--- src/hw/rtl/mtts_pkg.sv ---
package mtts_pkg;

    localparam int SLOT_COUNT_DEF = 3;

    localparam int CMD_W      = 2;
    localparam int ID_W       = 8;
    localparam int TIME_W     = 32;
    localparam int EV_W       = 3;
    localparam int S_TDATA_W  = 40;   // timer_id, delay_ms
    localparam int M_TDATA_W  = 48;   // fired_id, led_on, time_ms, zero pad
    localparam int REG_IDX_W  = 1;
    localparam int CFG_DATA_W = 16;

    localparam int DIVIDEND_W    = TIME_W;
    localparam int DIVISOR_W     = 16;
    localparam int DIV_STEP_BITS = 4;

    localparam int LED_MOD_W    = 4;
    localparam int LED_MOD      = 10;
    localparam int LED_OFF_FROM = 8;

    typedef enum logic [CMD_W-1:0] {
        CMD_TICK  = 2'd0,
        CMD_SET   = 2'd1,
        CMD_CLEAR = 2'd2
    } cmd_t;

    typedef enum logic [EV_W-1:0] {
        EV_QUIET = 3'd0,
        EV_MIX   = 3'd1,
        EV_RF    = 3'd2,
        EV_FIRED = 3'd3,
        EV_DONE  = 3'd4,
        EV_FULL  = 3'd5
    } ev_t;

    localparam logic [REG_IDX_W-1:0] REG_RF_ENABLE = 1'b0;
    localparam logic [REG_IDX_W-1:0] REG_RF_PERIOD = 1'b1;

    typedef struct packed {
        logic                 done;
        logic [DIVISOR_W-1:0] rem;
    } div_stat_t;

endpackage

--- src/hw/rtl/millisecond_tick_timer_slots_core.sv ---
// Set / clear: the slots are scanned one slot per cycle, then the result beat is flushed.
// Tick: scans every slot, after the remainder unit (4 bits a cycle) when RF events are on.
// Unused command and set / clear with id zero: no scan. An output stall holds the item back.
// Results leave through a one-beat output register; the last beat carries tlast.
// Reset (rst_n, async, low): counter 0, all slots free, RF events off, no beat pending.
module millisecond_tick_timer_slots_core #(
    parameter int SLOT_COUNT = mtts_pkg::SLOT_COUNT_DEF
) (
    input  logic                             clk,
    input  logic                             rst_n,
    input  logic                             s_tvalid,
    output logic                             s_tready,
    input  logic [mtts_pkg::S_TDATA_W-1:0]   s_tdata,    // timer_id[7:0], delay_ms[39:8]
    input  logic [mtts_pkg::CMD_W-1:0]       s_tuser,    // cmd[1:0]
    output logic                             m_tvalid,
    input  logic                             m_tready,
    output logic [mtts_pkg::M_TDATA_W-1:0]   m_tdata,    // fired_id[7:0], led_on[8], time_ms[40:9]
    output logic [mtts_pkg::EV_W-1:0]        m_tuser,    // event_res[2:0]
    output logic                             m_tlast,
    input  logic                             cfg_valid,
    output logic                             cfg_ready,
    input  logic [mtts_pkg::REG_IDX_W-1:0]   cfg_index,
    input  logic [mtts_pkg::CFG_DATA_W-1:0]  cfg_data
);
    import mtts_pkg::*;

    localparam int SLOT_IDX_W = (SLOT_COUNT > 1) ? $clog2(SLOT_COUNT) : 1;

    typedef enum logic [2:0] {
        ST_IDLE,
        ST_DIV,
        ST_SCAN,
        ST_SET,
        ST_FLUSH
    } state_t;

    state_t                  state_reg;
    cmd_t                    cmd_reg;
    logic [ID_W-1:0]         id_reg;
    logic [TIME_W-1:0]       delay_reg;
    logic [TIME_W-1:0]       elapsed_reg;
    logic [LED_MOD_W-1:0]    mod10_reg;
    logic                    rf_enable_reg;
    logic [CFG_DATA_W-1:0]   rf_period_reg;
    logic [ID_W-1:0]         owner_reg [SLOT_COUNT];
    logic [TIME_W-1:0]       deadline_reg [SLOT_COUNT];
    logic [SLOT_IDX_W-1:0]   idx_reg;
    logic                    found_reg;
    logic [SLOT_IDX_W-1:0]   found_idx_reg;
    logic                    free_ok_reg;
    logic [SLOT_IDX_W-1:0]   free_idx_reg;
    logic                    pend_valid_reg;
    ev_t                     pend_ev_reg;
    logic [ID_W-1:0]         pend_id_reg;
    logic                    m_tvalid_reg;
    ev_t                     out_ev_reg;
    logic [ID_W-1:0]         out_id_reg;
    logic                    out_led_reg;
    logic [TIME_W-1:0]       out_time_reg;
    logic                    out_last_reg;

    logic                    accept;
    cmd_t                    in_cmd;
    logic [ID_W-1:0]         in_id;
    logic [TIME_W-1:0]       in_delay;
    logic [TIME_W-1:0]       elapsed_inc;
    logic [LED_MOD_W-1:0]    mod10_inc;
    logic                    rf_active;
    logic                    out_free;
    logic                    led_now;
    logic                    hit;
    logic                    own_match;
    logic                    own_free;
    logic                    scan_last;
    logic                    scan_stall;
    logic                    div_start;
    div_stat_t               div_stat;
    logic                    set_we;
    logic [SLOT_IDX_W-1:0]   set_idx;
    logic [TIME_W-1:0]       delay_eff;

    assign s_tready  = (state_reg == ST_IDLE);
    assign cfg_ready = 1'b1;
    assign accept    = s_tvalid && s_tready;
    assign in_cmd    = cmd_t'(s_tuser);
    assign in_id     = s_tdata[ID_W-1:0];
    assign in_delay  = s_tdata[ID_W +: TIME_W];

    assign elapsed_inc = elapsed_reg + TIME_W'(1);
    // counter wraps to zero, where the decade count restarts too
    assign mod10_inc   = ((elapsed_inc == '0) || (mod10_reg == LED_MOD_W'(LED_MOD - 1)))
                         ? '0 : mod10_reg + LED_MOD_W'(1);
    assign led_now     = (mod10_reg < LED_MOD_W'(LED_OFF_FROM));

    assign rf_active = rf_enable_reg && (rf_period_reg != '0);
    assign out_free  = !m_tvalid_reg || m_tready;

    assign hit        = (owner_reg[idx_reg] != '0) && (deadline_reg[idx_reg] == elapsed_reg);
    assign own_match  = (owner_reg[idx_reg] == id_reg);
    assign own_free   = (owner_reg[idx_reg] == '0);
    assign scan_last  = (idx_reg == SLOT_IDX_W'(SLOT_COUNT - 1));
    // a second firing has to push the held one out first
    assign scan_stall = (state_reg == ST_SCAN) && (cmd_reg == CMD_TICK) && hit
                        && pend_valid_reg && !out_free;

    assign div_start = accept && (in_cmd == CMD_TICK) && rf_active;

    assign set_we    = (state_reg == ST_SET) && (found_reg || free_ok_reg);
    assign set_idx   = found_reg ? found_idx_reg : free_idx_reg;
    assign delay_eff = (delay_reg == '0) ? TIME_W'(1) : delay_reg;

    mtts_div u_div (
        .clk      (clk),
        .rst_n    (rst_n),
        .start    (div_start),
        .dividend (elapsed_inc),
        .divisor  (rf_period_reg),
        .stat     (div_stat)
    );

    always_ff @(posedge clk)
    begin
        if (set_we)
        begin
            deadline_reg[set_idx] <= elapsed_reg + delay_eff;
        end
    end

    always_ff @(posedge clk or negedge rst_n)
    begin
        if (!rst_n)
        begin
            state_reg      <= ST_IDLE;
            cmd_reg        <= CMD_TICK;
            id_reg         <= '0;
            delay_reg      <= '0;
            elapsed_reg    <= '0;
            mod10_reg      <= '0;
            rf_enable_reg  <= 1'b0;
            rf_period_reg  <= '0;
            for (int i = 0; i < SLOT_COUNT; i++)
            begin
                owner_reg[i] <= '0;
            end
            idx_reg        <= '0;
            found_reg      <= 1'b0;
            found_idx_reg  <= '0;
            free_ok_reg    <= 1'b0;
            free_idx_reg   <= '0;
            pend_valid_reg <= 1'b0;
            pend_ev_reg    <= EV_QUIET;
            pend_id_reg    <= '0;
            m_tvalid_reg   <= 1'b0;
            out_ev_reg     <= EV_QUIET;
            out_id_reg     <= '0;
            out_led_reg    <= 1'b0;
            out_time_reg   <= '0;
            out_last_reg   <= 1'b0;
        end
        else
        begin
            if (m_tvalid_reg && m_tready)
            begin
                m_tvalid_reg <= 1'b0;
            end

            if (cfg_valid)
            begin
                case (cfg_index)
                    REG_RF_ENABLE: rf_enable_reg <= cfg_data[0];
                    REG_RF_PERIOD: rf_period_reg <= cfg_data;
                    default: ;
                endcase
            end

            case (state_reg)
                ST_IDLE:
                begin
                    if (accept)
                    begin
                        cmd_reg        <= in_cmd;
                        id_reg         <= in_id;
                        delay_reg      <= in_delay;
                        pend_valid_reg <= 1'b0;
                        idx_reg        <= '0;
                        found_reg      <= 1'b0;
                        free_ok_reg    <= 1'b0;
                        case (in_cmd)
                            CMD_TICK:
                            begin
                                elapsed_reg <= elapsed_inc;
                                mod10_reg   <= mod10_inc;
                                state_reg   <= rf_active ? ST_DIV : ST_SCAN;
                            end
                            CMD_SET, CMD_CLEAR:
                            begin
                                if (in_id == '0)
                                begin
                                    pend_valid_reg <= 1'b1;
                                    pend_ev_reg    <= EV_DONE;
                                    pend_id_reg    <= '0;
                                    state_reg      <= ST_FLUSH;
                                end
                                else
                                begin
                                    state_reg <= ST_SCAN;
                                end
                            end
                            default:
                            begin
                                state_reg <= ST_FLUSH;
                            end
                        endcase
                    end
                end

                ST_DIV:
                begin
                    if (div_stat.done)
                    begin
                        if (div_stat.rem == '0)
                        begin
                            pend_valid_reg <= 1'b1;
                            pend_ev_reg    <= EV_MIX;
                            pend_id_reg    <= '0;
                        end
                        else if (div_stat.rem == DIVISOR_W'(1))
                        begin
                            pend_valid_reg <= 1'b1;
                            pend_ev_reg    <= EV_RF;
                            pend_id_reg    <= '0;
                        end
                        state_reg <= ST_SCAN;
                    end
                end

                ST_SCAN:
                begin
                    if (!scan_stall)
                    begin
                        case (cmd_reg)
                            CMD_TICK:
                            begin
                                if (hit)
                                begin
                                    if (pend_valid_reg)
                                    begin
                                        m_tvalid_reg <= 1'b1;
                                        out_ev_reg   <= pend_ev_reg;
                                        out_id_reg   <= pend_id_reg;
                                        out_led_reg  <= led_now;
                                        out_time_reg <= elapsed_reg;
                                        out_last_reg <= 1'b0;
                                    end
                                    owner_reg[idx_reg] <= '0;
                                    pend_valid_reg     <= 1'b1;
                                    pend_ev_reg        <= EV_FIRED;
                                    pend_id_reg        <= owner_reg[idx_reg];
                                end
                            end
                            CMD_SET:
                            begin
                                if (own_match && !found_reg)
                                begin
                                    found_reg     <= 1'b1;
                                    found_idx_reg <= idx_reg;
                                end
                                if (own_free && !free_ok_reg)
                                begin
                                    free_ok_reg  <= 1'b1;
                                    free_idx_reg <= idx_reg;
                                end
                            end
                            CMD_CLEAR:
                            begin
                                if (own_match)
                                begin
                                    owner_reg[idx_reg] <= '0;
                                end
                                if (scan_last)
                                begin
                                    pend_valid_reg <= 1'b1;
                                    pend_ev_reg    <= EV_DONE;
                                    pend_id_reg    <= '0;
                                end
                            end
                            default: ;
                        endcase

                        if (scan_last)
                        begin
                            state_reg <= (cmd_reg == CMD_SET) ? ST_SET : ST_FLUSH;
                        end
                        else
                        begin
                            idx_reg <= idx_reg + SLOT_IDX_W'(1);
                        end
                    end
                end

                ST_SET:
                begin
                    pend_valid_reg <= 1'b1;
                    pend_id_reg    <= '0;
                    if (found_reg || free_ok_reg)
                    begin
                        owner_reg[set_idx] <= id_reg;
                        pend_ev_reg        <= EV_DONE;
                    end
                    else
                    begin
                        pend_ev_reg <= EV_FULL;
                    end
                    state_reg <= ST_FLUSH;
                end

                ST_FLUSH:
                begin
                    if (out_free)
                    begin
                        m_tvalid_reg <= 1'b1;
                        out_ev_reg   <= pend_valid_reg ? pend_ev_reg : EV_QUIET;
                        out_id_reg   <= pend_valid_reg ? pend_id_reg : '0;
                        out_led_reg  <= led_now;
                        out_time_reg <= elapsed_reg;
                        out_last_reg <= 1'b1;
                        state_reg    <= ST_IDLE;
                    end
                end

                default:
                begin
                    state_reg <= ST_IDLE;
                end
            endcase
        end
    end

    assign m_tvalid = m_tvalid_reg;
    assign m_tuser  = out_ev_reg;
    assign m_tlast  = out_last_reg;
    assign m_tdata  = {{(M_TDATA_W - ID_W - 1 - TIME_W){1'b0}},
                       out_time_reg, out_led_reg, out_id_reg};

endmodule

--- src/hw/rtl/mtts_div.sv ---
module mtts_div (
    input  logic                              clk,
    input  logic                              rst_n,
    input  logic                              start,
    input  logic [mtts_pkg::DIVIDEND_W-1:0]   dividend,
    input  logic [mtts_pkg::DIVISOR_W-1:0]    divisor,
    output mtts_pkg::div_stat_t               stat
);
    import mtts_pkg::*;

    localparam int STEPS = DIVIDEND_W / DIV_STEP_BITS;
    localparam int CNT_W = $clog2(STEPS + 1);

    logic                  busy_reg;
    logic                  done_reg;
    logic [CNT_W-1:0]      cnt_reg;
    logic [DIVIDEND_W-1:0] num_reg;
    logic [DIVISOR_W-1:0]  dsor_reg;
    logic [DIVISOR_W-1:0]  rem_reg;
    logic [DIVISOR_W-1:0]  rem_next;
    logic [DIVISOR_W:0]    trial;

    // restoring remainder, DIV_STEP_BITS dividend bits per cycle, MSB first
    always_comb
    begin
        rem_next = rem_reg;
        trial    = '0;
        for (int k = 0; k < DIV_STEP_BITS; k++)
        begin
            trial = {rem_next, num_reg[DIVIDEND_W-1-k]};
            if (trial >= {1'b0, dsor_reg})
            begin
                trial = trial - {1'b0, dsor_reg};
            end
            rem_next = trial[DIVISOR_W-1:0];
        end
    end

    always_ff @(posedge clk or negedge rst_n)
    begin
        if (!rst_n)
        begin
            busy_reg <= 1'b0;
            done_reg <= 1'b0;
            cnt_reg  <= '0;
            num_reg  <= '0;
            dsor_reg <= '0;
            rem_reg  <= '0;
        end
        else if (start)
        begin
            busy_reg <= 1'b1;
            done_reg <= 1'b0;
            cnt_reg  <= CNT_W'(STEPS);
            num_reg  <= dividend;
            dsor_reg <= divisor;
            rem_reg  <= '0;
        end
        else if (busy_reg)
        begin
            rem_reg <= rem_next;
            num_reg <= num_reg << DIV_STEP_BITS;
            cnt_reg <= cnt_reg - CNT_W'(1);
            if (cnt_reg == CNT_W'(1))
            begin
                busy_reg <= 1'b0;
                done_reg <= 1'b1;
            end
        end
        else
        begin
            done_reg <= 1'b0;
        end
    end

    assign stat.done = done_reg;
    assign stat.rem  = rem_reg;

endmodule

--- config.mk ---
export PLATFORM = sky130hd
export DESIGN_NAME = millisecond_tick_timer_slots_core
export DESIGN_NICKNAME = d
export VERILOG_FILES = /design/src/hw/rtl/mtts_pkg.sv /design/src/hw/rtl/millisecond_tick_timer_slots_core.sv /design/src/hw/rtl/mtts_div.sv
export SDC_FILE = /design/constraint.sdc
export NUM_CORES = 1
export LEC_CHECK = 0
export ABC_AREA = 1
export BUFFER_PORTS_ARGS = -buffer_cell sky130_fd_sc_hd__buf_2
export CAP_MARGIN = 20
export CORE_ASPECT_RATIO = 0.9
export CORE_MARGIN = 2
export CORE_UTILIZATION = 55
export CTS_CLUSTER_SIZE = 20
export DETAILED_ROUTE_END_ITERATION = 10
export GPL_TIMING_DRIVEN = 0
export PLACE_DENSITY = 0.74
export SLEW_MARGIN = 40
export SYNTH_ARGS = -nofsm -noshare
export SYNTH_HDL_FRONTEND = slang
export SYNTH_SLANG_ARGS = --single-unit
--- constraint.sdc ---
create_clock -name clk -period 18.5 [get_ports clk]
set_clock_uncertainty 0.1 [all_clocks]
set_input_delay 3.7 -clock clk [delete_from_list [all_inputs] [get_ports clk]]
set_output_delay 3.7 -clock clk [all_outputs]
set_load 0.05 [all_outputs]
Word-level counts from Yosys, hierarchy flattened
Memory sizes are Yosys's and may differ from the RTL's.
Index checks and enable logic that the tools add are counted.
Storage, ports and cells
  register bits after elaboration: 258
  bits in latches: 0
  memory bits (writable): 96
  memory bits (read-only): 0
  input port bits: 64
  output and inout port bits: 55
  logic and storage cells: 274
  memories: 1
Cells by class
  add/sub/neg operators: 9
  multipliers: 0
  div/mod/pow operators: 0
  magnitude comparators: 9
  equality and inequality tests: 35
  shifts and indexed selects: 0
  multiplexer cells: 131
  bitwise gates (word level): 6
  reductions and logical operators: 52
Memory list
  deadline_reg: depth 3, bits a word 32, read ports 1, clocked after Yosys merged registers in 0, write ports 1, RTL line millisecond_tick_timer_slots_core.sv:46  | logic [TIME_W-1:0] deadline_reg [SLOT_COUNT];
Operator list (count)
  $mux 32: 8
  $mux 8: 19
  $mux 16: 6
  $mux 24: 4
  $pmux 24 s2: 2
  $ge 17x16->1: 4
  $mux 3: 22
  $logic_not 32->1: 2
  $pmux 32 s2: 1
  $sub 16x16->16: 4
  $mux 1: 41
  $add 32x1->32 const B: 1
  $add 32x32->32: 1
  $demux 8 s2: 2
  $eq 32x32->1: 1
  $pmux 8 s2: 2
  $pmux 8 s4: 1
  $and 24x24->24: 1
  $bwmux 24: 1
  $not 24->24: 1
  $ne 2x1->1 const B: 9
  $pmux 3 s2: 3
  $bmux 8 s2: 1
  $eq 16x1->1 const B: 1
  other kinds (45): 104

Logic depth before layout (Yosys ltp)
  depth in word-level cells: 11
  gate-level depth with buffers: 58
  gate-level depth less buffers: 54

Hierarchy
Synthesis repeated with hierarchy kept, for this count alone.
Unflattened totals
  cell total of the unflattened synthesis: 3013
  area total of the unflattened synthesis: 22871.9 µm²
By module, submodules not included
  millisecond_tick_timer_slots_core: times used 1, cells each 2017, area an instance 16035.4 µm², seq. area each 7587.3 µm²
  mtts_div: times used 1, cells each 996, area an instance 6836.6 µm², seq. area each 1751.7 µm²

Least setup slack after synthesis
No wires, ideal clock.
  kind: reg-to-reg
  start: reg u_div.dsor_reg[1]
  end: reg u_div.rem_reg[13]
  library setup time: 0.118 ns
  data arrival time: 7.337 ns
  required time: 18.282 ns
  setup slack: 10.945 ns
  cell stages (with the launch flop): 53
  buffers on the path: 4
  period minus slack after synthesis: 7.555 ns
  cell sequence: dfrtp_1 > inv_1 > ha_1 > nand2_1 > nor2_1 > nand2_1 > nand3_1 > nand2_1 > nand2_1 > nand2_1 > nand2_1 > buf_2 > buf_2 > nand2_1 > o21ai_0 > ha_1 > inv_1 > o21ai_0 > (+17 left out) > clkbuf_1 > nand3_1 > nand2_1 > inv_1 > ha_1 > nand2_1 > o21ai_0 > nand2_1 > nand2_1 > nand2_1 > nand2_1 > a21oi_1 > or2_2 > o21ai_0 > xor2_1 > nand2_1 > nand3_1 > nand2_1
Between the ends
  cells in the longest elaborated chain, start to end: 10
  elaborated cells between the ends (all ways): 14
  those cells by class: add/sub: 4; order compare: 4; mux: 6
RTL lines
  start, declared: RTL line mtts_div.sv:18  | logic [DIVISOR_W-1:0] dsor_reg;
  start signal, assigned: RTL line mtts_div.sv:56  | dsor_reg <= divisor;
  $sub 16x16->16 / $ge 17x16->1 (equally long branches): RTL line mtts_div.sv:33, mtts_div.sv:31
  $mux 16: RTL line mtts_div.sv:31  | if (trial >= {1'b0, dsor_reg})
  $sub 16x16->16 / $ge 17x16->1 (equally long branches): RTL line mtts_div.sv:33, mtts_div.sv:31
  $mux 16: RTL line mtts_div.sv:31
  $sub 16x16->16 / $ge 17x16->1 (equally long branches): RTL line mtts_div.sv:33, mtts_div.sv:31
  $mux 16: RTL line mtts_div.sv:31
  $sub 16x16->16 / $ge 17x16->1 (equally long branches): RTL line mtts_div.sv:33, mtts_div.sv:31
  $mux 16 (*): RTL line mtts_div.sv:31
  $mux 16 (*): RTL line mtts_div.sv:59  | else if (busy_reg)
  $mux 16 (*): RTL line mtts_div.sv:50  | else if (start)
  end signal, assigned: RTL line mtts_div.sv:61  | rem_reg <= rem_next;
  end, declared: RTL line mtts_div.sv:19  | logic [DIVISOR_W-1:0] rem_reg;
Every way passes the cells marked *; elsewhere a longest branch is shown, timed or not. The select of a mux whose other input is x is not followed.
A chain may end at the register's enable or synchronous reset.

Worst setup path after layout
  start: reg u_div.dsor_reg[1]
  end: reg u_div.rem_reg[2]
Between the ends
  cells in the longest elaborated chain, start to end: 10
  elaborated cells between the ends (all ways): 14
  those cells by class: add/sub: 4; order compare: 4; mux: 6
RTL lines (RTL line)
  $sub 16x16->16 / $ge 17x16->1 (equally long branches): mtts_div.sv:33, mtts_div.sv:31
  $mux 16: mtts_div.sv:31
  $sub 16x16->16 / $ge 17x16->1 (equally long branches): mtts_div.sv:33, mtts_div.sv:31
  $mux 16: mtts_div.sv:31
  $ge 17x16->1 / $sub 16x16->16 (equally long branches): mtts_div.sv:31, mtts_div.sv:33
  $mux 16: mtts_div.sv:31
  $sub 16x16->16 / $ge 17x16->1 (equally long branches): mtts_div.sv:33, mtts_div.sv:31
  $mux 16 (*): mtts_div.sv:31
  $mux 16 (*): mtts_div.sv:59
  $mux 16 (*): mtts_div.sv:50
Marked as above.

==> impl_metrics.ini <==
[status]
status = finished clean

[finish]
final_core_util = 0.631
seq_area_mm2 = 0.00934
fillerInstances = 3569
largest_reg_flops = 96
fin_area_mm2 = 0.0249
multiInputGateArea_mm2 = 0.0110
antenna_cells = 0
drive_gt1_frac = 0.0984
nNetsFinal = 3153
area_delta_synth_final_pct = 12.9

[floorplanning]
row_count = 69
core_mm2 = 0.0395
fp.dieArea_mm2 = 0.0418
pin_count = 119
die_w_um = 215
initial_core_util = 0.558
fp.dieH_um = 194

[yosys]
synth_top_area_share = 0.292
synthArstFlopShare = 0.729
postSynthCellCount = 2813
synth_top_cells_by_count = nand2_1, inv_1, dfrtp_1
ys_warn_count = 0
synth-edff-count = 96
synth_area_leaders = dfrtp_1, nand2_1, edfxtp_1
postSynthAreaPerCell_um2 = 7.85
ys_seq_area_frac = 0.423
synth-seq-cells = 354
ys_types = 60
synth_top_area_cell = dfrtp_1
yosys_most_used_dff = dfrtp_1
synthMostInstantiatedCell = nand2_1
netlist_area_mm2 = 0.0221

[clock_tree]
cts.reportedPaths.clkPinSlew_ps = 60
htree_levels = 2
cts_sinks = 354
cts_buffers = 39
tritoncts = yes
cts_setup_buffers = 0
cts_resized = 0
cts_hold_buf = 0
cts_buffer_depth = 3
clock_tree.root_cell = clkbuf_16
clock_latency_ps = 560

[worst_setup_path]
cp.required_ps = 18820
worst_path_most_repeated_cell = nand2_1
worstPathMaxFanout = 10
cpMaxStageDelayCell = dfrtp_1
critPathMaxStageDelay_ps = 560
reg2reg_slack_ps = 8070
crit_path_end_kind = register
r2r_cells = 55
worstSetupStartpointType = register
arrival_ps = 10750
path_class = register to register
reg2reg_to = u_div.rem_reg[2]
rr_startpoint = u_div.dsor_reg[1]

[grt]
gr-usage-all-layers = 0.331
use_met2 = 0.472
top_usage_layer = met1
grt_use_met1 = 0.513
grt_pass1_wl_um = 107000
antenna_found_initial = 0
first_global_vias = 19000
grt_overflow_total = 0
grt_max_degree = 75
use_met3 = 0.0651

[route]
wl_per_cell_um = 19.6
viasPerCell = 5.73
dr.pass1.iters = 5
vias = 20300
drt_wl_total_um = 69600
first_iter_violations = 2151
route.detailed.drc = 0
ant_nets = 0

[worst_hold_path]
hold_depth = 2
hp-start = owner_reg[0]
min_path_type = register to register
hold_end = owner_reg[0]

[placed_design]
numPortBuffers = 110
gp_congestion = 0.966
post-dp-hpwl_um = 54600
placed_cell_area_mm2 = 0.0236

[timing]
layout_min_cycle_time_ps = 10430
post-route-period-util = 0.564
tns_ps = 0
tightestPinTransition_ps = 784
fmax_mhz = 95.8
maxSlewViolCount = 0
finalSetupViolCount = 0
slew_headroom = 0.477
rsz0062_at_grt = false
hold_viol_final = 0

[flow_run]
cap_violations = 0
worst max path at each step:
stage                      start                end  depth (start not counted)
6_report       u_div.dsor_reg[1]   u_div.rem_reg[2]                         55
5_1_grt        u_div.dsor_reg[1]   u_div.rem_reg[4]                         50
4_1_cts        u_div.dsor_reg[1]   u_div.rem_reg[5]                         55
3_5_place_dp   u_div.dsor_reg[1]   u_div.rem_reg[5]                         55
3_3_place_gp   u_div.dsor_reg[1]   u_div.rem_reg[4]                         55
2_1_floorplan  u_div.dsor_reg[1]  u_div.rem_reg[13]                         52
metrics by stage:
step | worst slack (ps) | std cells | hold WS (ps)
floorplan | 10950 | 2819 | 334
global placement | 8460 | 3461 | 351
detailed placement | 8360 | 3470 | 357
CTS | 8320 | 3541 | 371
global route | 7170 | 3541 | 383
finish | 8070 | 3541 | 374
placed cells by master (no fill, tap or decap), types with 6 or more instances in the layout:
cell type	instances
xor2_1	105
clkbuf_16	40
buf_4	17
clkbuf_1	79
buf_6	7
inv_1	305
xnor2_1	37
o32ai_1	24
buf_16	7
o221ai_1	15
conb_1	8
nand2_1	849
o21ai_1	67
a21oi_1	91
a21boi_0	6
buf_2	134
dfrtp_1	258
nand3_1	161
ha_1	105
a31oi_1	8
nor2_2	6
a21o_1	8
o21ai_0	151
o211ai_1	29
o21bai_1	8
inv_2	7
nor3_1	45
nor2_1	133
bufinv_16	6
edfxtp_1	96
or2_2	13
o22ai_1	6
nor4_1	17
nand4_1	64
clkinv_2	7
mux2_2	15
critical path: cells and delay by family, from the launching register on:
family,cells,cell delay [ps]
and+or+nand+nor,32,3810
buffers and inverters,11,2230
AOI/OAI and AO/OA,8,2130
adders and majority gates,4,1430
DFF,1,560
cell type report:
| type | instances | area share |
|---|---|---|
| well taps | 532 | 0.0267 |
| plain buffers | 128 | 0.0252 |
| multi-input cells | 2022 | 0.440 |
| inverters | 315 | 0.0475 |
| flip-flops and latches | 354 | 0.374 |
| clock buffers | 50 | 0.0432 |
| clock inverters | 21 | 0.0115 |
| repair buffers | 119 | 0.0314 |
kinds of logic (layout without fill, tap and decap cells):
kind of cell             after synthesis  count (layout)  share of synthesized area
AND/OR/NAND/NOR                     1323            1323                      0.255
buffers and inverters                443             633                     0.0822
AO/OA/AOI/OAI                        423             423                      0.111
flip-flops                           354             354                      0.423
XOR/XNOR                             142             142                     0.0563
adder cells (fa/ha/maj)              110             110                     0.0640
multiplexers                          16              16                    0.00810
other                                  2               8                   0.000340
routing by layer:
metal  part of all wire  vias up
met1               0.47     9722
met4              0.021        0
li1                   -     9604
met3              0.095       94
met2               0.41      886
met5                  0        -
Power is not shown: default switching activity piles up to over one toggle a cycle in this logic, so the estimate is an artifact.
